`src/rtl/core/pncm_pkg.sv`:
```
`timescale 1ns / 1ps
`default_nettype none

package pncm_pkg;

   // Sizes fixed by the beat formats
   localparam int unsigned DEFAULT_MAX_ENTRIES = 256;
   localparam int unsigned COLOR_W  = 24;
   localparam int unsigned INDEX_W  = 8;
   localparam int unsigned DIST_W   = 18;
   localparam int unsigned LENGTH_W = 9;

   localparam logic [LENGTH_W-1:0] LENGTH_RESET = 9'd256;
   localparam logic [DIST_W-1:0]   MAX_DISTANCE = 18'd195075;

   typedef enum logic {
      OP_WRITE = 1'b0,
      OP_MATCH = 1'b1
   } op_type;

   typedef struct packed {
      op_type               operation;
      logic [INDEX_W-1:0]   entry_index;
      logic [COLOR_W-1:0]   color;
   } req_type;

   typedef struct packed {
      logic [INDEX_W-1:0]   best_index;
      logic [DIST_W-1:0]    best_distance;
   } rsp_type;

   // Control carried alongside a palette read through the pipeline
   typedef struct packed {
      logic                 vld;
      logic                 last;
      logic [INDEX_W-1:0]   idx;
   } pipe_ctl_type;

   typedef enum logic [1:0] {
      ST_IDLE,
      ST_SCAN,
      ST_DRAIN,
      ST_DONE
   } state_type;

endpackage

`default_nettype wire

```
`src/rtl/core/pncm_dist.sv`:
```
`timescale 1ns / 1ps
`default_nettype none

module pncm_dist
   import pncm_pkg::*;
(
   input  wire logic               clock,
   input  wire logic               reset,
   input  wire pipe_ctl_type       ctl,
   input  wire logic [COLOR_W-1:0] entry_color,
   input  wire logic [COLOR_W-1:0] query_color,
   output      pipe_ctl_type       dist_ctl,
   output      logic [DIST_W-1:0]  distance
);

   pipe_ctl_type      ctl_ff;
   logic [DIST_W-1:0] dist_ff;
   logic [DIST_W-1:0] dist_in;
   logic [15:0]       sq_red;
   logic [15:0]       sq_green;
   logic [15:0]       sq_blue;

   function automatic logic [15:0] channel_sq(input logic [7:0] a, input logic [7:0] b);
      logic [7:0] d;
      d = (a > b) ? (a - b) : (b - a);
      return 16'(d) * 16'(d);
   endfunction

   // Square each channel difference and sum
   always_comb begin
      sq_red   = channel_sq(entry_color[23:16], query_color[23:16]);
      sq_green = channel_sq(entry_color[15:8],  query_color[15:8]);
      sq_blue  = channel_sq(entry_color[7:0],   query_color[7:0]);
      dist_in  = DIST_W'(sq_red) + DIST_W'(sq_green) + DIST_W'(sq_blue);
   end

   // Advance the control beside the distance
   always_ff @(posedge clock) begin
      if (reset) begin
         ctl_ff <= '0;
      end else begin
         ctl_ff <= ctl;
      end
   end

   always_ff @(posedge clock) begin
      if (ctl.vld) begin
         dist_ff <= dist_in;
      end
   end

   assign dist_ctl = ctl_ff;
   assign distance = dist_ff;

endmodule

`default_nettype wire

```
`config.mk`:
```
export PLATFORM = sky130hd
export DESIGN_NAME = pncm_dist
export DESIGN_NICKNAME = d
export VERILOG_FILES = /design/src/rtl/core/pncm_pkg.sv /design/src/rtl/core/pncm_dist.sv
export SDC_FILE = /design/constraint.sdc
export NUM_CORES = 1
export LEC_CHECK = 0
export BUFFER_PORTS_ARGS = -buffer_cell sky130_fd_sc_hd__buf_2
export CAP_MARGIN = 20
export CELL_PAD_IN_SITES_DETAIL_PLACEMENT = 0
export CELL_PAD_IN_SITES_GLOBAL_PLACEMENT = 2
export CORE_UTILIZATION = 42
export CTS_BUF_LIST = sky130_fd_sc_hd__clkbuf_16
export DETAILED_ROUTE_END_ITERATION = 8
export GPL_ROUTABILITY_DRIVEN = 0
export GPL_TIMING_DRIVEN = 0
export HOLD_SLACK_MARGIN = 0.03
export PLACE_DENSITY = 0.95
export SLEW_MARGIN = 20
export SYNTH_ARGS = -nofsm -noshare
export SYNTH_HDL_FRONTEND = slang
export SYNTH_SLANG_ARGS = --single-unit
```
`constraint.sdc`:
```
create_clock -name clock -period 21.4 [get_ports clock]
set_input_delay 0 -clock clock [delete_from_list [all_inputs] [get_ports clock]]
set_output_delay 0 -clock clock [all_outputs]
set_load 0.05 [all_outputs]
```
==> impl_metrics.yaml, run 1 <==
routing:
  drt_iter0_drc: 195
  totalWireLength_mm: 16.4
  drc: 0
  via_per_inst: 4.62
  wire_per_inst_um: 12.9
  vias: 5889
  ant_nets: 0
  firstDrtPassIters: 4
synth:
  ys_seq_area_share_pct: 9.03
  ys_ff_latch: 28
  synth_top_area_share_pct: 33.9
  synth_area_um2: 8200
  synthCells: 905
  synth_warnings: 0
  synth_edf_count: 18
  synthesis.nets: 1228
  ys_types: 55
  synth.largest_area_cell: "fa_1"
  ys_async_sr_fraction_pct: 0
  avgSynthCellArea_um2: 9.06
  synth_flop_cell: "edfxtp_1"
  ys_top_cells_by_area: "fa_1, ha_1, inv_1"
timing:
  setup-violations-final: 0
  min_period_ns: 8.64
  rsz0062_at_grt: "no"
  finalCritPeriodShare_pct: 40.4
  holdWs_ns: 0.193
  worstMarginPinSlew_ns: 1.09
  slew_headroom_pct: 25.6
  final.setup.worst_slack_ns: 12.76
  hold_viol_final: 0
  finalMaxSlewViolations: 0
  fmax_mhz: 116
  finalSetupTns_ns: 0
min_path:
  worstHoldPathType: "input pin to flip-flop"
  min_to: "distance[5]"
  hold_start: "ctl[9]"
  holdPathStages: 1
layout:
  antenna_cells: 0
  area_growth_pct: 12.8
  final_nets: 1339
  n_fill_cell: 1869
  final_util_pct: 49.0
  drive_above_1_share_pct: 12.3
outcome:
  status: "finished clean"
critical_path:
  start_kind: "input pin"
  cpLargestDelayFamily: "adder cells"
  slowest_stage: "o41ai_1"
  path_buf_inv: 8
  slowest_delay_ns: 0.55
  crit_arrival_ns: 8.65
  cp-end-kind: "flip-flop"
  path_max_fanout: 10
  cp.required_ns: 21.41
  cp_common_cell: "fa_1"
  path_depth: 31
  path_class: "input pin to flip-flop"
global_routing:
  grt_max_degree: 20
  grt-ovfl-total: 0
  grt_pass1_vias: 6038
  grt_pass1_wl_mm: 28.4
  antenna_found_initial: 0
  grt_usage_pct: 17.5
die:
  rows: 50
  die_h_um: 142
  boundaryPins: 88
  design.core.area_um2: 18900
  start_util_pct: 43.4
  die_x_um: 142
  fp.dieArea_um2: 20100
placed_design:
  dpl.hpwl_mm: 14.7
  portBuffers: 87
  place_ws_ns: 12.40
cts:
  htree_levels: 1
  path_clk_slew_ns: 0.06
  cts_setup_buffers: 0
  cts_sinks: 28
  cts_tree: "done"
  cts_buffers: 3
  cts_root_buf: "clkbuf_16"
  clockBufferDepth: 2
run:
  maxCapViolCount: 0
[placed cells by master, fill, tap and decap left out, types with 5 or more instances in the layout]
cell type	instances
inv_1	247
fa_1	139
ha_1	124
buf_2	94
nor2_1	81
a21oi_1	42
xnor2_1	21
nor2b_1	20
nand2b_1	19
dlygate4sd3_1	19
nand2_1	18
mux2i_1	18
edfxtp_1	18
o21ai_0	16
or2_2	16
xor2_1	14
a21o_1	13
clkbuf_1	11
dfxtp_1	10
nand3_1	8
o21bai_1	5
and3_1	5
a31oi_1	5
[state kept, by name (all words and copies together), names as in the netlist]
name	cells
dist_ctl	10
distance	18
[layout make-up]
type                            count  area, um2  share of cell area, %
Tap cell                          260        325                   3.52
Sequential cell                    28        741                   8.00
Multi-Input combinational cell    611       6450                   69.8
Buffer                             18       76.3                  0.825
Inverter                          248        931                   10.1
Clock buffer                        4        100                   1.08
Timing Repair Buffer              106        626                   6.76
[stage by stage]
step	std cells	area, um2
finish	1275	9250
global route	1275	9250
CTS	1275	9250
detailed placement	1252	8960
global placement	1252	8960
floorplan	905	8200
[metal layers]
layer	vias to the layer above	track usage [%]	wire (um)
met4	0	2.43	82
met1	2795	25.5	8500
met2	94	29.3	7490
met5	-	0	0
li1	2994	-	-
met3	6	0.877	358
[kinds of logic after synthesis]
logic type / after synthesis / share of synthesized area, %
AO/OA/AOI/OAI: 105 / 8.37
adder cells (fa/ha/maj): 263 / 52.8
XOR/XNOR: 35 / 3.74
multiplexers: 19 / 2.33
flip-flops: 28 / 9.03
buffers and inverters: 266 / 12.3
AND/OR/NAND/NOR: 189 / 11.4
[Yosys cell counts (all sizes together), types with 2 or more instances]
master	instances
xnor2	21
nand3	9
a221oi	2
o21bai	5
nand4	3
a31oi	5
a211oi	4
mux2i	18
or2	16
and2	3
buf	7
and3	5
inv	248
nand2b	19
dfxtp	10
o211ai	2
a21o	13
a21oi	43
nor2	81
clkbuf	11
nor2b	20
nand2	20
edfxtp	18
a21boi	2
o21ai	17
ha	124
nor3	4
xor2	14
fa	139
nand3b	3
[how the worst max path moves through the flow]
| stage | from | end | slack [ns] |
|---|---|---|---|
| finish | entry_color[16] | distance[16] | 12.76 |
| global route | entry_color[16] | distance[16] | 12.23 |
| CTS | entry_color[16] | distance[16] | 12.71 |
| detailed placement | entry_color[16] | distance[16] | 12.40 |
| global placement | entry_color[16] | distance[16] | 12.48 |
| floorplan | entry_color[16] | distance[16] | 13.73 |
[what timing repair did]
action	CTS	global route
hold buffers	19	0
endpoints found under the hold margin	10	0
resized for setup	0	0
Power of run 1 is left out: the tool's default activity adds up to more than one toggle a clock period on the data nets, which glitch-free logic cannot reach.
==> inputs of run 2 (changes only) <==
CORE_UTILIZATION = 35   (was 42)
PLACE_DENSITY = 0.86   (was 0.95)
clock period = 7.35 ns   (was 21.4 ns; I/O delays follow)
==> impl_metrics.yaml, run 2 (synthesis gave the netlist of run 1 again) <==
layout:
  antenna_cells: 0
  area_growth_pct: 25.9
  layout_common_cells: "inv_1, fa_1, ha_1, buf_2, nor2_1"
  mostFrequentLayoutCell: "inv_1"
  n_fill_cell: 2219
  final_nets: 1387
  multi_input_area_um2: 7020
  largest_reg_flops: 18
  drive_above_1_share_pct: 26.1
  ff_latch_area_um2: 741
  final_util_pct: 45.3
  design_area_um2: 10300
die:
  die_h_um: 155
  start_util_pct: 36.0
  fp.dieArea_um2: 24100
  boundaryPins: 88
  design.core.area_um2: 22800
  die_x_um: 155
  rows: 55
critical_path:
  path_class: "input pin to flip-flop"
  start_kind: "input pin"
  slowest_delay_ns: 0.56
  cp.required_ns: 7.36
  crit_arrival_ns: 7.12
  cp_common_cell: "fa_1"
  cp-end-kind: "flip-flop"
  path_max_fanout: 5
  slowest_stage: "fa_1"
global_routing:
  grt_pass1_vias: 6314
  grt-ovfl-total: 0
  grt_usage_pct: 15.3
  antenna_found_initial: 0
  grt_max_degree: 20
  grt_pass1_wl_mm: 30.1
routing:
  wl_met2_mm: 8.46
  dr_wl_met3_um: 504
  ant_nets: 0
  wire_per_inst_um: 13.1
  drt_iter0_drc: 170
  via_per_inst: 4.45
  drc: 0
  totalWireLength_mm: 18.1
  met1Wirelength_mm: 8.97
  firstDrtPassIters: 4
  vias: 6127
  top_layer: "met4"
placed_design:
  dpl.hpwl_mm: 15.3
  dpl_cell_area_um2: 9060
  portBuffers: 87
cts:
  cts_tree: "done"
  path_clk_slew_ns: 0.07
  clockBufferDepth: 2
  cts_buffers: 3
  htree_levels: 1
  cts_root_buf: "clkbuf_16"
  cts_sinks: 28
min_path:
  worstHoldPathType: "input pin to flip-flop"
  holdPathStages: 2
timing:
  setup-violations-final: 0
  min_period_ns: 7.11
  finalSetupTns_ns: 0
  fmax_mhz: 141
  worstMarginPinSlew_ns: 0.516
  finalMaxSlewViolations: 0
  slew_headroom_pct: 65.3
  finalCritPeriodShare_pct: 96.7
  holdWs_ns: 0.0323
  hold_viol_final: 0
  rsz0062_at_grt: "yes"
run:
  maxCapViolCount: 0
outcome:
  status: "finished clean"
[run 2: cell type report]
| class | count | area share [%] |
|---|---|---|
| Buffer | 16 | 1.20 |
| Clock buffer | 4 | 0.969 |
| Inverter | 248 | 9.09 |
| Multi-Input combinational cell | 612 | 68.0 |
| Sequential cell | 28 | 7.17 |
| Tap cell | 313 | 3.79 |
| Timing Repair Buffer | 155 | 9.79 |
[run 2: metal layers]
layer,global-route usage (%),up-vias
met5,0,-
met4,2.17,0
met3,0.669,10
met2,26.0,94
met1,22.1,2941
li1,-,3082
[run 2: timing repair]
action / 4_1_cts / 5_1_grt
gates resized for setup: 52 / 96
endpoints found under the hold margin: 9 / 0
setup buffers: 25 / 34
cloned: 1 / 0
hold buffers: 9 / 0
endpoints found under the setup margin: 10 / 6
pin swaps: 20 / 72
[run 2: worst paths after layout]
check,to,start,slack [ns]
worst min-delay path,dist_ctl[2],reset,0.03
worst max-delay path,distance[15],query_color[7],0.24
[run 2: stage by stage]
stage	cells	setup slack, ns
after floorplan	905	0.0151
after global placement	1305	-1.07
after detailed placement	1305	-1.13
after CTS	1342	0.00201
after global routing	1376	-0.0411
final	1376	0.240
[run 2: worst max-delay path: cells and delay by family]
family                   cells  cell delay, ns
AND/OR/NAND/NOR              2            0.46
AO/OA/AOI/OAI                7            1.43
adder cells (fa/ha/maj)      9            4.11
buffers and inverters        7            0.60
XOR/XNOR                     2            0.33
multiplexers                 1            0.19
Power of run 2 is left out for the same reason.
